`config.mk`:
```
export PLATFORM = sky130hd
export DESIGN_NAME = scc_ram
export DESIGN_NICKNAME = d
export VERILOG_FILES = /design/src/rtl/strongly_connected_components_macros.svh /design/src/rtl/scc_ram.sv
export SDC_FILE = /design/constraint.sdc
export NUM_CORES = 1
export LEC_CHECK = 0
export BUFFER_PORTS_ARGS = -buffer_cell sky130_fd_sc_hd__buf_2
export CAP_MARGIN = 20
export CORE_UTILIZATION = 50
export DETAILED_ROUTE_END_ITERATION = 12
export HOLD_SLACK_MARGIN = 0.08
export PLACE_DENSITY = 0.78
export SKIP_LAST_GASP = 1
export SYNTH_ARGS = -nofsm -noshare
export SYNTH_HDL_FRONTEND = slang
export SYNTH_SLANG_ARGS = --single-unit
export TNS_END_PERCENT = 50
```
`constraint.sdc`:
```
create_clock -name i_clk -period 1.8 [get_ports i_clk]
set_input_delay 0 -clock i_clk [delete_from_list [all_inputs] [get_ports i_clk]]
set_output_delay 0 -clock i_clk [all_outputs]
set_load 0.02 [all_outputs]
```
`src/rtl/strongly_connected_components_macros.svh`:
```
// ------------------------------------------------------------------------
// SCC assertion macros
// Immediate-implication and next-cycle-implication checks with reset gate.
// ------------------------------------------------------------------------
`ifndef STRONGLY_CONNECTED_COMPONENTS_MACROS_SVH
`define STRONGLY_CONNECTED_COMPONENTS_MACROS_SVH

// same-cycle implication
`define SCC_ASSERT_NOW(label, clk, rst_n, ante, cons, msg) \
    label: assert property (@(posedge clk) disable iff (!rst_n) (ante) |-> (cons)) \
        else $error(msg);

// next-cycle implication
`define SCC_ASSERT_NEXT(label, clk, rst_n, ante, cons, msg) \
    label: assert property (@(posedge clk) disable iff (!rst_n) (ante) |=> (cons)) \
        else $error(msg);

`endif

```
`src/rtl/scc_ram.sv`:
```
// ------------------------------------------------------------------------
// SCC generic RAM
// One write port, one read port with registered read data.
// ------------------------------------------------------------------------
`default_nettype none

module scc_ram #(
    parameter int WIDTH = 8,
    parameter int DEPTH = 64
) (
    input  wire logic                     i_clk,
    input  wire logic                     i_we,
    input  wire logic [$clog2(DEPTH)-1:0] i_waddr,
    input  wire logic [WIDTH-1:0]         i_wdata,
    input  wire logic [$clog2(DEPTH)-1:0] i_raddr,
    output logic      [WIDTH-1:0]         o_rdata
);

    logic [WIDTH-1:0] r_mem [DEPTH];

    always_ff @(posedge i_clk) begin
        if (i_we) begin
            r_mem[i_waddr] <= i_wdata;
        end
        o_rdata <= r_mem[i_raddr];
    end

endmodule

`default_nettype wire

```
Yosys cells after proc, flatten, opt, wreduce, memory -nomap -nowiden --
Memories as Yosys holds them, arrays and structs flattened. A register that Yosys moved wholly into a read port is not among the register bits. Cells that the tools add are included.
Operators by class: muxes and demuxes 2
Operators by type and width (number):
- $mux W1 | 2
Word-level totals: bits in registers 0, RAM bits 512, output and inout port bits 8, logic and storage cells 3, memories kept 1
Memory list:
- r_mem | words 64, bits a word 8, rd ports 1, clocked after Yosys merged registers in 1, write ports 1, RTL line scc_ram.sv:19 | logic [WIDTH-1:0] r_mem [DEPTH];

Longest topological paths before layout --
depth in word-level cells 2, gate-level depth with buffers 9, depth with buffers taken out 5

Worst setup path before layout --
Ideal clock, no wire load.
path kind reg2reg, start point mem r_mem[29][4], end point reg o_rdata[4] (read register of r_mem), setup time 132 ps, data arrival time 1560 ps, path slack 108 ps, cell stages (with the launch flop) 6, clock period less this slack 1692 ps, cell sequence edfxtp_1 > mux4_2 > mux2_2 > o221a_2 > nor3_1 > o32ai_1
RTL lines:
- start, declared | RTL line scc_ram.sv:19
- end, declared | RTL line scc_ram.sv:16 | output logic [WIDTH-1:0] o_rdata

==> metrics <==
result of the run complete, but fails checks; failing checks hold timing, setup timing; drt first-iter violations 1282; Ys Warns 0; initial cell density of the core 0.508; Cell Area, Synth 0.0202 sq mm; Post-Place Setup Slack -0.522 ns; slew at the pin closest to its max-slew limit 0.746 ns; class of the tightest hold or removal check in2reg; flip-flop and latch count after synthesis 520; syn nets 962; Hold Worst Slack -0.116 ns; total count of hold-check failures in the final report 7; Fillers 2719; core area 0.0397 sq mm; Hold Path Depth 3; post-route DRC violation count 0; # setup viols final 5; count leader, synth sky130_fd_sc_hd__edfxtp_1; ratio of cells with drive above 1 in the final layout 0.343; worst-case reg-to-reg path depth 5; via count normalized by instance count 6.07; CTS max path bufs 3; unrepaired setup endpoints after global routing yes; worst slew margin relative to its limit 0.503; Placer Congestion 0.890; clock skew 0.0196 ns; final number of max-transition violations 0; depth of the CTS H-tree 2; synthesis-to-layout area growth 17.6%; Power Density 1040 mW/mm^2; Max Clock Freq 534 MHz; Design Area, Final 0.0237 sq mm; Global Route Usage Sum 0.228; number of max-cap violations 0; number of antenna violations at the first check in global routing 2; Skew-Pair Late Insertion Delay 0.55 ns; overall power after layout 24800 uW; die area 0.0411 sq mm; Primary FF master, synth sky130_fd_sc_hd__edfxtp_1; wire length of the first global-routing pass 67800 microns; maximum number of pins on one net before global-route repair 65; slack of the worst reg-to-reg path -0.07 ns; Post-CTS Setup Repair Bufs 0; first-pass detailed-route iteration total 5; Mapped Avg Cell Area 21.5 sq um; count of hold-fix buffers inserted at cts 8; Die Y-Extent 203 microns; number of antenna cells inserted 0; sum of net half-perimeters after detailed placement 28700 microns; post-synth top area cell sky130_fd_sc_hd__edfxtp_1; Post-Place Cell Area 0.0220 sq mm; CTS tree yes; cell at the root of the clock tree sky130_fd_sc_hd__clkbuf_16; clock period minus final worst setup slack 1.87 ns; Static Leak 0.00773 uW; data required time at the worst endpoint 2.24 ns; final total negative setup slack -0.174 ns; number of enable flip-flop cells after synthesis 512; top area cells in the synthesized netlist sky130_fd_sc_hd__edfxtp_1 (76%), sky130_fd_sc_hd__mux4_2 (14%), sky130_fd_sc_hd__nor2_1 (1.5%); top-area cell type share of the netlist area 0.762; I/O Buffers 29; Antenna Nets Post-Route 0; fraction of the cycle the final worst path needs 1.04; post-route setup slack -0.0716 ns; GRT Residual Overflow 0; width of the die 203 microns; wirelength, routed 45700 microns; Syn Inst Count 940; Worst Path Arrival 2.31 ns; CP Launch Type flop; Boundary Pins 30; share of flip-flops with an asynchronous set or reset 0; count of clock tree sinks 520; post-route core utilization 0.597; worst-case vdd ir drop 0.803 mV; number of buffers added by the clock tree synthesis step 49; kind of capture point of the worst setup path flop; total number of vias 10284; classification of the worst setup path reg2reg; via count of the first global-routing pass 10438; routed wire length per instance 27.0 microns; share of synthesized area occupied by flip-flops and latches 0.770; Worst-path clk slew 0.07 ns; top post-synthesis cells by count sky130_fd_sc_hd__edfxtp_1 (512), sky130_fd_sc_hd__mux4_2 (126), sky130_fd_sc_hd__nor2_1 (83), sky130_fd_sc_hd__mux2i_1 (23), sky130_fd_sc_hd__nand2_1 (19); number of rows created at floorplan 73; Distinct cells, synth 40; Max Fanout on Critical Path 1; Nets 1154
placed cells by master (no fill, tap or decap), drive strengths merged, types with 13 or more instances in the layout:
| cell | Yosys | routed |
|---|---|---|
| nor2 | 83 | 83 |
| nand3 | 13 | 13 |
| buf | 34 | 183 |
| clkbuf | 17 | 62 |
| mux4 | 126 | 126 |
| mux2 | 13 | 13 |
| edfxtp | 512 | 512 |
| clkinv | 0 | 20 |
| mux2i | 23 | 23 |
| nor2b | 14 | 14 |
| nand2 | 19 | 19 |
metrics by stage:
stage               hold WS, ns  std cells
global placement          0.430       1598
global route             -0.118       1693
detailed placement        0.430       1598
finish                   -0.116       1693
floorplan                0.0989        940
CTS                      -0.142       1693
final cells by class:
| class | count | area [sq um] | area share |
|---|---|---|---|
| Sequential cell | 520 | 15500 | 0.655 |
| Timing Repair Buffer | 192 | 1580 | 0.0667 |
| Clock buffer | 61 | 1270 | 0.0536 |
| Multi-Input combinational cell | 369 | 4440 | 0.187 |
| Clock inverter | 26 | 243 | 0.0102 |
| Tap cell | 525 | 657 | 0.0277 |
worst paths after layout:
path	startpoint	to
worst min-delay path	i_raddr[5]	o_rdata[6]$_DFF_P_
worst max register to register	r_mem[7][2]$_DFFE_PP_	o_rdata[2]$_DFF_P_
worst max-delay path	r_mem[7][2]$_DFFE_PP_	o_rdata[2]$_DFF_P_
worst min register to register	r_mem[30][4]$_DFFE_PP_	o_rdata[4]$_DFF_P_
critical path, cell delays in order, from the launching register on:
cell and delay (ns):
sky130_fd_sc_hd__edfxtp_1 0.39, sky130_fd_sc_hd__mux4_2 0.54, sky130_fd_sc_hd__mux4_2 0.51, sky130_fd_sc_hd__nor2_2 0.11, sky130_fd_sc_hd__nor3_1 0.06, sky130_fd_sc_hd__o2bb2ai_1 0.15
power by group:
group / internal [uW] / total, uW / switching [uW]
Combinational: 625 / 1470 / 844
Sequential: 13400 / 13400 / 51.5
Clock: 5700 / 9860 / 4160
logic make-up after synthesis:
logic type,after synthesis,synth area share
flip-flops,520,0.770
multiplexers,162,0.159
AND/OR/NAND/NOR,153,0.0339
AO/OA/AOI/OAI,54,0.0207
buffers and inverters,51,0.0157
registers in the layout, summed over array words and instances, names as in the netlist:
signal   flops
r_mem      512
o_rdata      8
repair_timing:
item / in CTS / in global routing
hold endpoints to repair: 272 / 7
pin swaps: 3 / 2
endpoints found under the setup margin: 8 / 8
gates cloned: 0 / 0
gates resized for setup: 19 / 7
layer usage:
layer | up-vias | global-route usage | wire [microns]
li1 | 4299 | - | -
met1 | 5346 | 0.303 | 17300
met2 | 550 | 0.370 | 22600
met3 | 85 | 0.0536 | 4250
met4 | 4 | 0.0867 | 1540
met5 | - | 0 | 22
Power figures use the tool's default switching activity.
