===== src/rtl/strongly_connected_components_macros.svh =====
// ------------------------------------------------------------------------
// SCC assertion macros
// Immediate-implication and next-cycle-implication checks with reset gate.
// ------------------------------------------------------------------------
`ifndef STRONGLY_CONNECTED_COMPONENTS_MACROS_SVH
`define STRONGLY_CONNECTED_COMPONENTS_MACROS_SVH

// same-cycle implication
`define SCC_ASSERT_NOW(label, clk, rst_n, ante, cons, msg) \
    label: assert property (@(posedge clk) disable iff (!rst_n) (ante) |-> (cons)) \
        else $error(msg);

// next-cycle implication
`define SCC_ASSERT_NEXT(label, clk, rst_n, ante, cons, msg) \
    label: assert property (@(posedge clk) disable iff (!rst_n) (ante) |=> (cons)) \
        else $error(msg);

`endif


===== src/rtl/scc_pkg.sv =====
// ------------------------------------------------------------------------
// SCC package
// Shared constants, codes and types of the strongly connected components block.
// ------------------------------------------------------------------------
`default_nettype none

package scc_pkg;

    localparam int MAX_VERTICES_DEF = 64;
    localparam int VID_W            = 6;
    localparam int CMD_W            = 2;
    localparam int VCOUNT_W         = 7;
    localparam int PADDR_W          = 3;
    localparam int PDATA_W          = 32;

    localparam logic [VCOUNT_W-1:0] VCOUNT_RESET = 7'd64;
    localparam logic [PADDR_W-1:0]  ADDR_VCOUNT  = 3'd0;

    typedef enum logic [CMD_W-1:0] {
        CMD_CLEAR = 2'd0,
        CMD_ADD   = 2'd1,
        CMD_RUN   = 2'd2
    } t_cmd;

    typedef enum logic [3:0] {
        S_IDLE,
        S_EDGE_WR,
        S_P1_ROOT,
        S_WALK_START,
        S_READ_ROW,
        S_SCAN,
        S_PICK,
        S_POP_WAIT,
        S_P2_POP,
        S_P2_WAIT,
        S_FLUSH
    } t_state;

    typedef struct packed {
        logic [VID_W-1:0] vertex_id;
        logic             component_end;
        logic             last;
        logic             empty_res;
    } t_result;

    typedef struct packed {
        logic             found;
        logic [VID_W-1:0] idx;
    } t_scan;

endpackage

`default_nettype wire


===== src/rtl/scc_scan.sv =====
// ------------------------------------------------------------------------
// SCC neighbor scan unit
// Registers the open-neighbor set of a row, then finds its lowest member.
// ------------------------------------------------------------------------
`default_nettype none

module scc_scan #(
    parameter int N = 64
) (
    input  wire logic                     i_clk,
    input  wire logic                     i_en,
    input  wire logic [N-1:0]             i_row,
    input  wire logic [N-1:0]             i_allowed,
    input  wire logic [$clog2(N+1)-1:0]   i_k,
    output scc_pkg::t_scan                o_res
);

    localparam int CW = $clog2(N + 1);

    logic [N-1:0] r_cand;
    logic [N-1:0] w_cand;

    always_comb begin
        for (int i = 0; i < N; i++) begin
            w_cand[i] = i_row[i] & i_allowed[i] & (CW'(i) >= i_k);
        end
    end

    always_ff @(posedge i_clk) begin
        if (i_en) begin
            r_cand <= w_cand;
        end
    end

    always_comb begin
        o_res.found = |r_cand;
        o_res.idx   = '0;
        for (int i = N - 1; i >= 0; i--) begin
            if (r_cand[i]) begin
                o_res.idx = scc_pkg::VID_W'(i);
            end
        end
    end

endmodule

`default_nettype wire


===== config.mk =====
export PLATFORM = sky130hd
export DESIGN_NAME = scc_scan
export DESIGN_NICKNAME = d
export VERILOG_FILES = /design/src/rtl/strongly_connected_components_macros.svh /design/src/rtl/scc_pkg.sv /design/src/rtl/scc_scan.sv
export SDC_FILE = /design/constraint.sdc
export NUM_CORES = 1
export LEC_CHECK = 0
export BUFFER_PORTS_ARGS = -buffer_cell sky130_fd_sc_hd__buf_2
export CAP_MARGIN = 40
export CORE_ASPECT_RATIO = 1.2
export CORE_MARGIN = 2
export CORE_UTILIZATION = 45
export CTS_CLUSTER_DIAMETER = 80
export CTS_CLUSTER_SIZE = 20
export DETAILED_ROUTE_END_ITERATION = 10
export PLACE_DENSITY = 0.75
export SYNTH_ARGS = -nofsm -noshare
export SYNTH_HDL_FRONTEND = slang
export SYNTH_SLANG_ARGS = --single-unit

===== constraint.sdc =====
create_clock -name i_clk -period 2.5 [get_ports i_clk]
set_input_delay 0.5 -clock i_clk [delete_from_list [all_inputs] [get_ports i_clk]]
set_output_delay 0.5 -clock i_clk [all_outputs]
set_load 0.05 [all_outputs]

Yosys cells after proc, flatten, opt, wreduce, memory -nomap -nowiden --
Cells that the tools add are included. W data, S select, Z words.
Storage, ports and cells: input bits 137, bits in registers 64, output and inout port bits 7, word-level logic and storage cells 258
Operators by class: reduce and logical (&&, ||, !) cells 1, muxes and demuxes 64, $lt $le $gt $ge 64, bitwise logic cells 128
Operators with widths (count):
- $mux W6 | 64
- $ge A6 B7 Y1 const A | 32
- $and A1 B1 Y1 | 128
- $ge A5 B7 Y1 const A | 16
- $reduce_or A64 Y1 | 1
- $ge A4 B7 Y1 const A | 8
- $ge A3 B7 Y1 const A | 4
- $ge A1 B7 Y1 const A | 2
- $ge A2 B7 Y1 const A | 2

Longest topological paths before layout --
depth in word-level cells 64, depth in mapped cells 6, depth with buffers taken out 5

Worst setup path after synthesis --
Ideal clock, no wire load.
kind reg2out, from register r_cand[12], to output port o_res[0] in the netlist's numbering, slack -0.371 ns, stages on the path, launching flop included 5, data required time 2.000 ns, buffers on the path 0, data arrival time 2.371 ns, cells stage by stage edfxtp_1 -> or3_1 -> nor3_1 -> nand2_1 -> o311ai_1
RTL lines:
- from (decl) | RTL line scc_scan.sv:20 | logic [N-1:0] r_cand;
- from (signal assigned) | RTL line scc_scan.sv:31 | r_cand <= w_cand;
- to (decl) | RTL line scc_scan.sv:15 | output scc_pkg::t_scan o_res

==> results.yml <==
global_routing:
  grt_pass1_wl_um: 18100
  grt_pass1_vias: 3618
  grt_max_degree: 65
  grt_overflow: 0
  antenna_found_initial: 0
  track_usage_pct: 27.4
power:
  peakVddDrop_v: 0.000350
  power.density_mw_per_mm2: 544
  leakagePower_nw: 2.04
setup_path:
  path_max_fanout: 2
  worst-setup-path-type: "reg -> out"
  required_ns: 2.00
  startpoint_type: "register"
  cp.arrival_ns: 2.22
  end_kind: "output pin"
placement:
  port_buffers: 143
  dpl-instance-area_mm2: 0.00455
  dp_hpwl_um: 9100
  dpl.cell_count: 622
  gp_congestion: 0.998
clock_network:
  cts_tree: "done"
  htreeDepth: 3
  cts_buffers: 9
  cts-root-buf: "clkbuf_8"
  clk_path_buf_depth: 2
  path_clk_slew_ns: 0.08
  clock_sinks: 64
  ctsHoldBuffers: 0
final_layout:
  fillers: 651
  stdcell_count: 651
  fin_nets: 688
  regMostFlops: "r_cand"
  drive_gt1_share_pct: 40.1
  diodes: 0
  syn2layout_area_growth_pct: 41.0
  fin_area_mm2: 0.00519
  largest_reg_flops: 64
  largestRegisters: "r_cand (64)"
sta:
  max_freq_ghz: 0.367
  min_period_ns: 2.72
  slew-limit-headroom_pct: 71.2
  tightest_slew_ns: 0.428
  report.final.hold_viol_count: 0
  rsz0062_at_grt: "yes"
  period_share_pct: 109
  slew_viol_final: 0
  setup_viol: 4
  setup_ws_ns: -0.224
min_path:
  hp-class: "in -> reg"
routing:
  drt_first_pass_iters: 5
  drtIter0Drc: 349
  wirelength_um: 12200
  via_per_inst: 5.90
  ant_nets: 0
  vias: 3843
  remaining_drc_errors: 0
  wl_per_cell_um: 18.8
yosys:
  async_flop_share_pct: 0
  synthFlopType: "edfxtp_1"
  synth_edf_count: 64
  avgSynthCellArea_um2: 9.42
  synth_seq_cells: 64
  syn_inst: 391
  yosysWarnings: 0
  ys_types: 41
  synth_top_area_share_pct: 52.2
  synth_top_cell_by_area: "edfxtp_1"
  syn_nets: 528
  syn_area_mm2: 0.00368
  synth_area_leaders: "edfxtp_1 52%, nand2_1 5.6%, nor2_1 4.3%, a211oi_1 3.9%, a21oi_1 3.8%"
  ys_seq_area_share_pct: 52.2
floorplan:
  die_h_um: 103
  num_io_pins: 144
  core_mm2: 0.00802
  initial_core_util_pct: 46.0
  die_area_mm2: 0.00893
  rows: 36
  die_w_um: 86.6
job:
  maxCapViolations: 0
outcome:
  violations: "negative setup slack"
  outcome: "complete, but fails checks"
==> metrics by stage <==
stage	hold WS [ns]	setup TNS, ns	total power, mW	setup WS, ns	utilization [%]
final	0.454	-0.508	2.82	-0.224	64.8
after global routing	0.480	-0.950	2.91	-0.325	64.8
after CTS	0.453	-0.574	2.77	-0.280	61.8
after detailed placement	0.809	0	1.69	0.0448	56.7
after global placement	0.808	0	1.68	0.0497	56.7
after floorplan	0.612	0	1.48	0.0475	-
==> where the power goes <==
| group | switching, mW | internal [mW] | total, mW | leakage, nW |
|---|---|---|---|---|
| registers | 0.0871 | 1.26 | 1.34 | 0.610 |
| logic | 0.217 | 0.181 | 0.398 | 1.31 |
| clock network | 0.418 | 0.664 | 1.08 | 0.119 |
| total | 0.722 | 2.10 | 2.82 | 2.04 |
==> final cells by class <==
class	instances	area (um^2)	area share (%)
well taps	95	119	2.29
clock inverters	7	120	2.31
multi-input cells	300	1950	37.5
clock buffers	9	124	2.38
inverters	12	45.0	0.867
flip-flops and latches	64	1920	37.0
repair buffers	164	916	17.6
==> per-layer routing <==
metal	up-vias	part of all wire, %	global-route usage, %
li1	1822	-	-
met1	1777	37	34.1
met2	213	51	48.0
met3	31	8.3	2.40
met4	0	3.3	13.5
met5	-	0	0
==> layout by cell type (no fill, tap or decap), types with 9 or more instances in the layout <==
master,netlist,routed
nor2_1,42,39
buf_2,0,137
edfxtp_1,64,64
nand2_1,55,55
inv_1,12,12
a211oi_1,19,18
clkbuf_8,0,9
nor3_1,23,20
o21ai_0,17,15
buf_4,0,22
nand3_1,21,18
a21oi_1,28,26
==> worst max-delay path, stage by stage, from the launching register on <==
cell      delay, ns
edfxtp_1       0.41
or4_4          0.55
o211ai_1       0.27
a21boi_1       0.12
o31ai_2        0.25
a21oi_1        0.10
buf_4          0.19
==> synthesized netlist by cell type, drive strengths merged, types with 7 or more instances <==
| cell type | instances |
|---|---|
| clkbuf | 15 |
| and4b | 7 |
| nor4 | 14 |
| and3 | 8 |
| inv | 12 |
| a211oi | 19 |
| nor2 | 42 |
| nor3 | 23 |
| nand3 | 21 |
| edfxtp | 64 |
| a21oi | 28 |
| o21ai | 19 |
| nand2 | 55 |
==> final timing paths <==
kind | cells past startpoint | endpoint | start
max | 6 | o_res[3] | r_cand[59]
min | 3 | r_cand[39] | i_allowed[39]
==> what timing repair did <==
item                       CTS  global route
gates cloned                 0             0
pin swaps                    9            14
resized for setup           30            32
hold endpoints to repair     0             0
setup endpoints to repair    7             7
buffers inserted             6             7
==> cells by family after synthesis <==
| logic type | synth area share [%] |
|---|---|
| flip-flops | 52.2 |
| buffers and inverters | 2.75 |
| AO/OA/AOI/OAI | 17.1 |
| AND/OR/NAND/NOR | 28.0 |
No activity file was read; power rests on OpenSTA's default activity.
